[src/rtl/core/hll_pkg.sv]
// ----------------------------------------------------------------------------
// hll_pkg
// Shared constants, command/status types and helpers for the sketch.
// ----------------------------------------------------------------------------
`default_nettype none
package hll_pkg;

   localparam int LOG_MAX_BUCKETS = 14;
   localparam int MAX_BUCKETS     = 1 << LOG_MAX_BUCKETS;
   localparam int LW              = $clog2(LOG_MAX_BUCKETS + 1);
   localparam int RANK_W          = 5;
   localparam int SUM_W           = 44;
   localparam int EMPTY_W         = 15;
   localparam int BIAS_W          = 16;
   localparam int NUM_W           = BIAS_W + 2 * LOG_MAX_BUCKETS + 13;
   localparam int CNT_W           = $clog2(NUM_W);
   localparam int LOG_ITERS       = 32;
   localparam logic [31:0] LN2_Q32 = 32'd2977044472;
   localparam logic [LW-1:0] LOG_RESET  = LW'(10);
   localparam logic [BIAS_W-1:0] BIAS_RESET = 16'd47221;

   localparam logic REG_LOG_BUCKETS = 1'b0;
   localparam logic REG_BIAS        = 1'b1;

   typedef struct packed {
      logic                       clr_init;
      logic                       clr_wr;
      logic [LOG_MAX_BUCKETS-1:0] clr_addr;
      logic                       accept;
      logic                       ins_upd;
      logic                       div_step;
      logic                       div_end;
      logic                       decide;
      logic                       log_norm;
      logic                       log_step;
      logic                       ln_mul;
      logic                       ln_res;
      logic                       load_out;
   } cmd_type;

   typedef struct packed {
      logic need_log;
   } sts_type;

   function automatic logic [LW-1:0] eff_log(input logic [3:0] raw);
      logic [LW-1:0] l;
      l = LW'(raw);
      if (raw < 4'd4) l = LW'(4);
      if (raw > 4'd14) l = LW'(14);
      if (32'(l) > LOG_MAX_BUCKETS) l = LW'(LOG_MAX_BUCKETS);
      return l;
   endfunction

endpackage
`default_nettype wire

[src/rtl/core/hll_ctrl.sv]
// ----------------------------------------------------------------------------
// hll_ctrl
// Sequencer: store clearing, insert, division, log iterations, result word.
// ----------------------------------------------------------------------------
`default_nettype none
module hll_ctrl (
   input  wire logic             clock,
   input  wire logic             reset,
   input  wire logic             clr_req,
   input  wire logic             req_valid,
   output logic                  req_ready,
   input  wire logic             req_mode,
   output logic                  rsp_valid,
   input  wire logic             rsp_ready,
   output hll_pkg::cmd_type      cmd,
   input  wire hll_pkg::sts_type sts
);

   typedef enum logic [3:0] {
      ST_CLR_INIT, ST_CLEAR, ST_IDLE, ST_INS, ST_DIV, ST_DIV_END, ST_DECIDE,
      ST_LOG_NORM, ST_LOG_ITER, ST_LN_MUL, ST_LN_RES, ST_OUT
   } state_type;

   state_type                            state_ff, state_in;
   logic [hll_pkg::CNT_W-1:0]            cnt_ff, cnt_in;
   logic [hll_pkg::LOG_MAX_BUCKETS-1:0]  addr_ff, addr_in;
   logic                                 rsp_valid_ff, rsp_valid_in;
   logic                                 out_free;

   assign out_free  = !rsp_valid_ff || rsp_ready;
   assign req_ready = (state_ff == ST_IDLE);
   assign rsp_valid = rsp_valid_ff;

   always_comb begin
      state_in     = state_ff;
      cnt_in       = cnt_ff;
      addr_in      = addr_ff;
      rsp_valid_in = rsp_valid_ff && !rsp_ready;
      cmd          = '0;
      cmd.clr_addr = addr_ff;
      unique case (state_ff)
         ST_CLR_INIT: begin
            cmd.clr_init = 1'b1;
            addr_in      = '0;
            state_in     = ST_CLEAR;
         end
         ST_CLEAR: begin
            cmd.clr_wr = 1'b1;
            addr_in    = addr_ff + 1'b1;
            if (&addr_ff) state_in = ST_IDLE;
         end
         ST_IDLE: begin
            if (req_valid) begin
               cmd.accept = 1'b1;
               cnt_in     = '0;
               state_in   = req_mode ? ST_DIV : ST_INS;
            end
         end
         ST_INS: begin
            cmd.ins_upd = 1'b1;
            state_in    = ST_IDLE;
         end
         ST_DIV: begin
            cmd.div_step = 1'b1;
            cnt_in       = cnt_ff + 1'b1;
            if (cnt_ff == hll_pkg::CNT_W'(hll_pkg::NUM_W - 1)) state_in = ST_DIV_END;
         end
         ST_DIV_END: begin
            cmd.div_end = 1'b1;
            state_in    = ST_DECIDE;
         end
         ST_DECIDE: begin
            cmd.decide = 1'b1;
            state_in   = sts.need_log ? ST_LOG_NORM : ST_OUT;
         end
         ST_LOG_NORM: begin
            cmd.log_norm = 1'b1;
            cnt_in       = '0;
            state_in     = ST_LOG_ITER;
         end
         ST_LOG_ITER: begin
            cmd.log_step = 1'b1;
            cnt_in       = cnt_ff + 1'b1;
            if (cnt_ff == hll_pkg::CNT_W'(hll_pkg::LOG_ITERS - 1)) state_in = ST_LN_MUL;
         end
         ST_LN_MUL: begin
            cmd.ln_mul = 1'b1;
            state_in   = ST_LN_RES;
         end
         ST_LN_RES: begin
            cmd.ln_res = 1'b1;
            state_in   = ST_OUT;
         end
         ST_OUT: begin
            if (out_free) begin
               cmd.load_out = 1'b1;
               rsp_valid_in = 1'b1;
               state_in     = ST_IDLE;
            end
         end
         default: state_in = ST_IDLE;
      endcase
      if (clr_req) state_in = ST_CLR_INIT;
   end

   always_ff @(posedge clock) begin
      if (reset) begin
         state_ff     <= ST_CLR_INIT;
         cnt_ff       <= '0;
         addr_ff      <= '0;
         rsp_valid_ff <= 1'b0;
      end else begin
         state_ff     <= state_in;
         cnt_ff       <= cnt_in;
         addr_ff      <= addr_in;
         rsp_valid_ff <= rsp_valid_in;
      end
   end

endmodule
`default_nettype wire

[config.mk]
export PLATFORM = sky130hd
export DESIGN_NAME = hll_ctrl
export DESIGN_NICKNAME = d
export VERILOG_FILES = /design/src/rtl/core/hll_pkg.sv /design/src/rtl/core/hll_ctrl.sv
export SDC_FILE = /design/constraint.sdc
export NUM_CORES = 1
export LEC_CHECK = 0
export ABC_AREA = 1
export BUFFER_PORTS_ARGS = -buffer_cell sky130_fd_sc_hd__buf_2
export CORE_ASPECT_RATIO = 1.1
export CORE_UTILIZATION = 30
export DETAILED_ROUTE_END_ITERATION = 7
export MAX_ROUTING_LAYER = met4
export PLACE_DENSITY = 0.57
export SLEW_MARGIN = 10
export SYNTH_ARGS = -nofsm -noshare
export SYNTH_HDL_FRONTEND = slang
export SYNTH_SLANG_ARGS = --single-unit
export TNS_END_PERCENT = 100
[constraint.sdc]
create_clock -name clock -period 3.4 [get_ports clock]
set_input_delay 0.17 -clock clock [delete_from_list [all_inputs] [get_ports clock]]
set_output_delay 0.17 -clock clock [all_outputs]
set_load 0.02 [all_outputs]
== Word level (Yosys, flattened, before mapping) ==
Cells that the tools add are included.
Word-level totals
  logic and storage cells: 63
  bits of input ports: 7
  latch bits: 0
  RAM bits: 0
  memories kept: 0
  bits in registers: 25
  memory bits (read-only): 0
  output and inout port bits: 28
Cells by class
  reductions and logical operators: 12
  add/subtract/negate cells: 2
  $lt $le $gt $ge: 0
  div/mod/pow operators: 0
  shift-type cells: 0
  muxes and demuxes: 27
  bitwise logic cells: 0
  eq/ne operators: 18
  multiply operators: 0
Operator list (count)
  $pmux W4 S11: 1
  $pmux W14 S2: 1
  $mux W4: 6
  $pmux W6 S3: 1
  $eq A4 B3 Y1 const B: 4
  $eq A4 B4 Y1 const B: 4
  $mux W1: 16
  $add A14 B1 Y14 const B: 1
  $reduce_and A14 Y1: 1
  $ne A2 B2 Y1 const B: 5
  $eq A4 B2 Y1 const B: 2
  $add A6 B1 Y6 const B: 1
  $eq A6 B5 Y1 const B: 1
  $eq A6 B6 Y1 const B: 1
  $mux W6: 1
  $reduce_and A5 Y1: 1
  $eq A4 B1 Y1 const B: 1
  $logic_not A4 Y1: 1
  $reduce_or A2 Y1: 2
  $mux W3: 1
  $reduce_bool A3 Y1: 1
  $logic_not A1 Y1: 2
  $reduce_and A2 Y1: 1
  $reduce_bool A2 Y1: 1
  2 further kinds: 2

== Depth between registers and ports, before layout ==
  depth in word-level cells: 4
  mapped depth: 11
  depth with buffers taken out: 11

== Worst setup path after synthesis ==
No wires, ideal clock.
  kind: flip-flop to flip-flop
  start point: reg addr_ff[0] (netlist bit)
  end point: reg addr_ff[10] (netlist bit)
  period minus slack after synthesis: 1.488 ns
  setup time: 0.117 ns
  setup slack: 1.912 ns
  buffers on the path: 0
  cell stages (with the launch flop): 9
  arrival time: 1.371 ns
  data required time: 3.283 ns
  cells stage by stage: dfxtp_1 > ha_1 > nand2_1 > inv_1 > nand3_1 > nor2_1 > nand2_1 > o21ai_1 > a21oi_1
On the way
  longest elaborated chain between the ends: 2
RTL lines
  start, declared: line hll_ctrl.sv:26  | logic [hll_pkg::LOG_MAX_BUCKETS-1:0] addr_ff, addr_in;
  start signal, assigned: line hll_ctrl.sv:115  | addr_ff <= addr_in;
  $add A14 B1 Y14: line hll_ctrl.sv:49  | addr_in = addr_ff + 1'b1;
  $pmux W14 S2: line hll_ctrl.sv:41  | unique case (state_ff)
No other way between the ends.
A chain may end at the register's enable or synchronous reset.

==> impl_metrics.sql <==
INSERT INTO impl_metrics (metric_group, metric, value, unit) VALUES
('clock_network', 'post_cts_hold_buffer_count', '0', ''),
('detailed_routing', 'vias_per_cell', '4.72', ''),
('yosys', 'synth_fa_ha_area_share', '2.47', '%'),
('sta', 'timing.fmax', '623', 'MHz'),
('power', 'total_power', '0.831', 'mW'),
('layout', 'syn2layout_area_growth', '18.4', '%'),
('clock_network', 'clock_tree_buf_depth', '2', ''),
('critical_path', 'critical_path.cell_chain', 'nor2_2 -> inv_2 -> nor2_2 -> buf_2', ''),
('clock_network', 'clock_sinks', '25', ''),
('yosys', 'synthesis.instances', '235', ''),
('yosys', 'synth-warning-count', '0', ''),
('sta', 'drv_slew', '0', ''),
('global_route', 'first_global_vias', '1379', ''),
('status', 'outcome', 'finished clean', ''),
('floorplan', 'design.die.area', '0.00536', 'sq mm'),
('yosys', 'synthMuxAreaShare', '0', '%'),
('critical_path', 'crit_fanout', '6', ''),
('detailed_routing', 'route.detailed.drc', '0', ''),
('clock_network', 'cts_resized', '0', ''),
('global_route', 'grt_overflow', '0', ''),
('yosys', 'synth_area', '0.00152', 'sq mm'),
('layout', 'layout.core_utilization', '37.9', '%'),
('critical_path', 'timing.critical_path.required', '3.23', 'ns'),
('critical_path', 'setup.worst_path.start_class', 'flop', ''),
('yosys', 'yosys-top-cells-count', '59 x sky130_fd_sc_hd__nand2_1, 35 x sky130_fd_sc_hd__nor2_1, 26 x sky130_fd_sc_hd__inv_1, 25 x sky130_fd_sc_hd__dfxtp_1, 15 x sky130_fd_sc_hd__a21oi_1', ''),
('yosys', 'synth.avg_cell_area', '6.47', 'sq um'),
('critical_path', 'total_buffers_and_inverters_traversed_by_the_critical_path', '2', ''),
('power', 'irDropWorstVdd', '0.000164', 'V'),
('critical_path', 'master_of_the_slowest_instance_on_the_critical_path', 'sky130_fd_sc_hd__dfxtp_1', ''),
('yosys', 'synth-main-ff-cell', 'sky130_fd_sc_hd__dfxtp_1', ''),
('detailed_routing', 'num_vias', '1543', ''),
('sta', 'finalCritPeriodShare', '47.2', '%'),
('global_route', 'global_route_wire_length_before_repair', '6080', 'microns'),
('yosys', 'synth_compound_gate_area_share', '13.5', '%'),
('sta', 'final_hold_viol_count', '0', ''),
('layout', 'design.final.nets', '282', ''),
('sta', 'rsz_0062_raised_after_global_routing', 'false', ''),
('clock_network', 'tritoncts', 'yes', ''),
('floorplan', 'floorplan.die.width', '69.9', 'microns'),
('clock_network', 'clock_latency', '0.28', 'ns'),
('placed_design', 'detailedPlacementHpwl', '2830', 'microns'),
('power', 'leakagePower', '0.810', 'nW'),
('floorplan', 'placementRows', '26', ''),
('critical_path', 'worst_ep_arrival_time', '1.43', 'ns'),
('clock_network', 'h-tree-depth', '1', ''),
('global_route', 'grt_max_degree', '17', ''),
('placed_design', 'buffer_ports.inserted', '34', ''),
('detailed_routing', 'firstDrtPassIters', '4', ''),
('min_path', 'hold_path_class', 'input port to flop', ''),
('global_route', 'antenna_found_initial', '0', ''),
('yosys', 'ys_async_sr_fraction', '0', '%'),
('critical_path', 'setup.worst_path.class', 'flop to primary output', ''),
('floorplan', 'coreArea', '0.00475', 'sq mm'),
('floorplan', 'ios', '35', ''),
('yosys', 'yosysTopAreaCellShare', '32.9', '%'),
('sta', 'final.min_clock_period', '1.60', 'ns'),
('clock_network', 'cts-buffers-inserted', '3', ''),
('clock_network', 'clkTransAtPathRegs', '0.11', 'ns'),
('yosys', 'synth-edff-count', '0', ''),
('flow_run', 'max-cap-violations', '0', ''),
('detailed_routing', 'detailedRoute.firstIterationViolations', '56', ''),
('detailed_routing', 'routedWlPerCell', '11.0', 'microns'),
('layout', 'antenna-diode-count', '0', ''),
('sta', 'worst_clock_skew', '0.0128', 'ns'),
('yosys', 'synth-seq-area-share', '32.9', '%'),
('yosys', 'synth_area_leader_cell', 'sky130_fd_sc_hd__dfxtp_1', ''),
('placed_design', 'routability_congestion_estimate_from_global_placement', '0.859', ''),
('power', 'p_per_area', '462', 'mW/mm^2'),
('yosys', 'synth_area_leaders', 'sky130_fd_sc_hd__dfxtp_1 33%, sky130_fd_sc_hd__nand2_1 15%, sky130_fd_sc_hd__nor2_1 8.6%', ''),
('yosys', 'synth.ff_latch_count', '25', ''),
('clock_network', 'clock_tree.root_cell', 'sky130_fd_sc_hd__clkbuf_8', '');
==> path summary, 6_finish.rpt <==
check | start | to | slack, ns | depth (start not counted)
hold / removal | clr_req | state_ff[1] | 0.15 | 4
setup / recovery | state_ff[1] | cmd[25] | 1.80 | 4
hold reg to reg | cnt_ff[3] | cnt_ff[3] | 0.49 | 2
setup reg to reg | addr_ff[0] | addr_ff[10] | 1.88 | 8
==> layout by cell type, fill, tap and decap left out <==
master	n
sky130_fd_sc_hd__nand3_1	10
sky130_fd_sc_hd__nor2_4	7
sky130_fd_sc_hd__a31oi_1	2
sky130_fd_sc_hd__a21boi_1	1
sky130_fd_sc_hd__o21ai_2	1
sky130_fd_sc_hd__nor2_2	5
sky130_fd_sc_hd__inv_4	1
sky130_fd_sc_hd__o21ai_1	7
sky130_fd_sc_hd__inv_1	26
sky130_fd_sc_hd__nor3_1	4
sky130_fd_sc_hd__inv_6	1
sky130_fd_sc_hd__nor2_1	35
sky130_fd_sc_hd__a22oi_1	1
sky130_fd_sc_hd__nand4_1	2
sky130_fd_sc_hd__nand2_4	1
sky130_fd_sc_hd__o21ai_0	7
sky130_fd_sc_hd__o31ai_1	1
sky130_fd_sc_hd__clkbuf_8	3
sky130_fd_sc_hd__dfxtp_1	25
sky130_fd_sc_hd__xor2_1	4
sky130_fd_sc_hd__nand2_2	7
sky130_fd_sc_hd__a21oi_1	15
sky130_fd_sc_hd__nand2_1	59
sky130_fd_sc_hd__a211oi_1	1
sky130_fd_sc_hd__inv_2	7
sky130_fd_sc_hd__a221oi_1	1
sky130_fd_sc_hd__ha_1	3
sky130_fd_sc_hd__buf_2	34
==> tightest hold or removal path, stage by stage <==
cell	delay [ns]
sky130_fd_sc_hd__buf_2	0.07
sky130_fd_sc_hd__nor2_1	0.06
sky130_fd_sc_hd__nand2_1	0.07
sky130_fd_sc_hd__nor2_1	0.03
==> cell families after synthesis <==
group / after synthesis
adders and majority gates: 3
AOI/OAI and AO/OA: 37
DFF: 25
buffers and inverters: 36
and+or+nand+nor: 130
xor gates and xnor gates: 4
==> per-stage QoR <==
step	hold slack, ns	cell area, sq um	instances	setup WS, ns
2_1_floorplan	0.330	1520	235	1.91
3_3_place_gp	0.460	1750	323	1.89
3_5_place_dp	0.464	1750	323	1.89
4_1_cts	0.148	1800	327	1.79
5_1_grt	0.176	1800	327	1.67
6_report	0.150	1800	327	1.80
==> where the power goes <==
part	total (mW)	internal, mW	switching (mW)
clock	0.194	0.0861	0.108
combinational	0.306	0.0958	0.210
sequential	0.330	0.307	0.0237
total	0.831	0.489	0.342
==> routing by layer <==
layer  wire, microns  track usage, %  vias up
met1            1800            18.1      689
met5               0               -        -
met2            1640            23.3       35
met4              17            3.00        0
li1                -               -      817
met3             154            2.89        2
==> cell type report <==
class / count / area, sq um
Tap cell: 56 / 70.1
Clock buffer: 3 / 41.3
Multi-Input combinational cell: 174 / 878
Clock inverter: 1 / 8.76
Timing Repair Buffer: 34 / 170
Fill cell: 528 / 2950
Inverter: 34 / 130
Sequential cell: 25 / 500
==> flip-flops by register name (all words and copies together) (netlist names) <==
signal / cells
cnt_ff: 6
rsp_valid: 1
state_ff: 4
addr_ff: 14
Note: power is estimated with default switching activity, not from simulation.
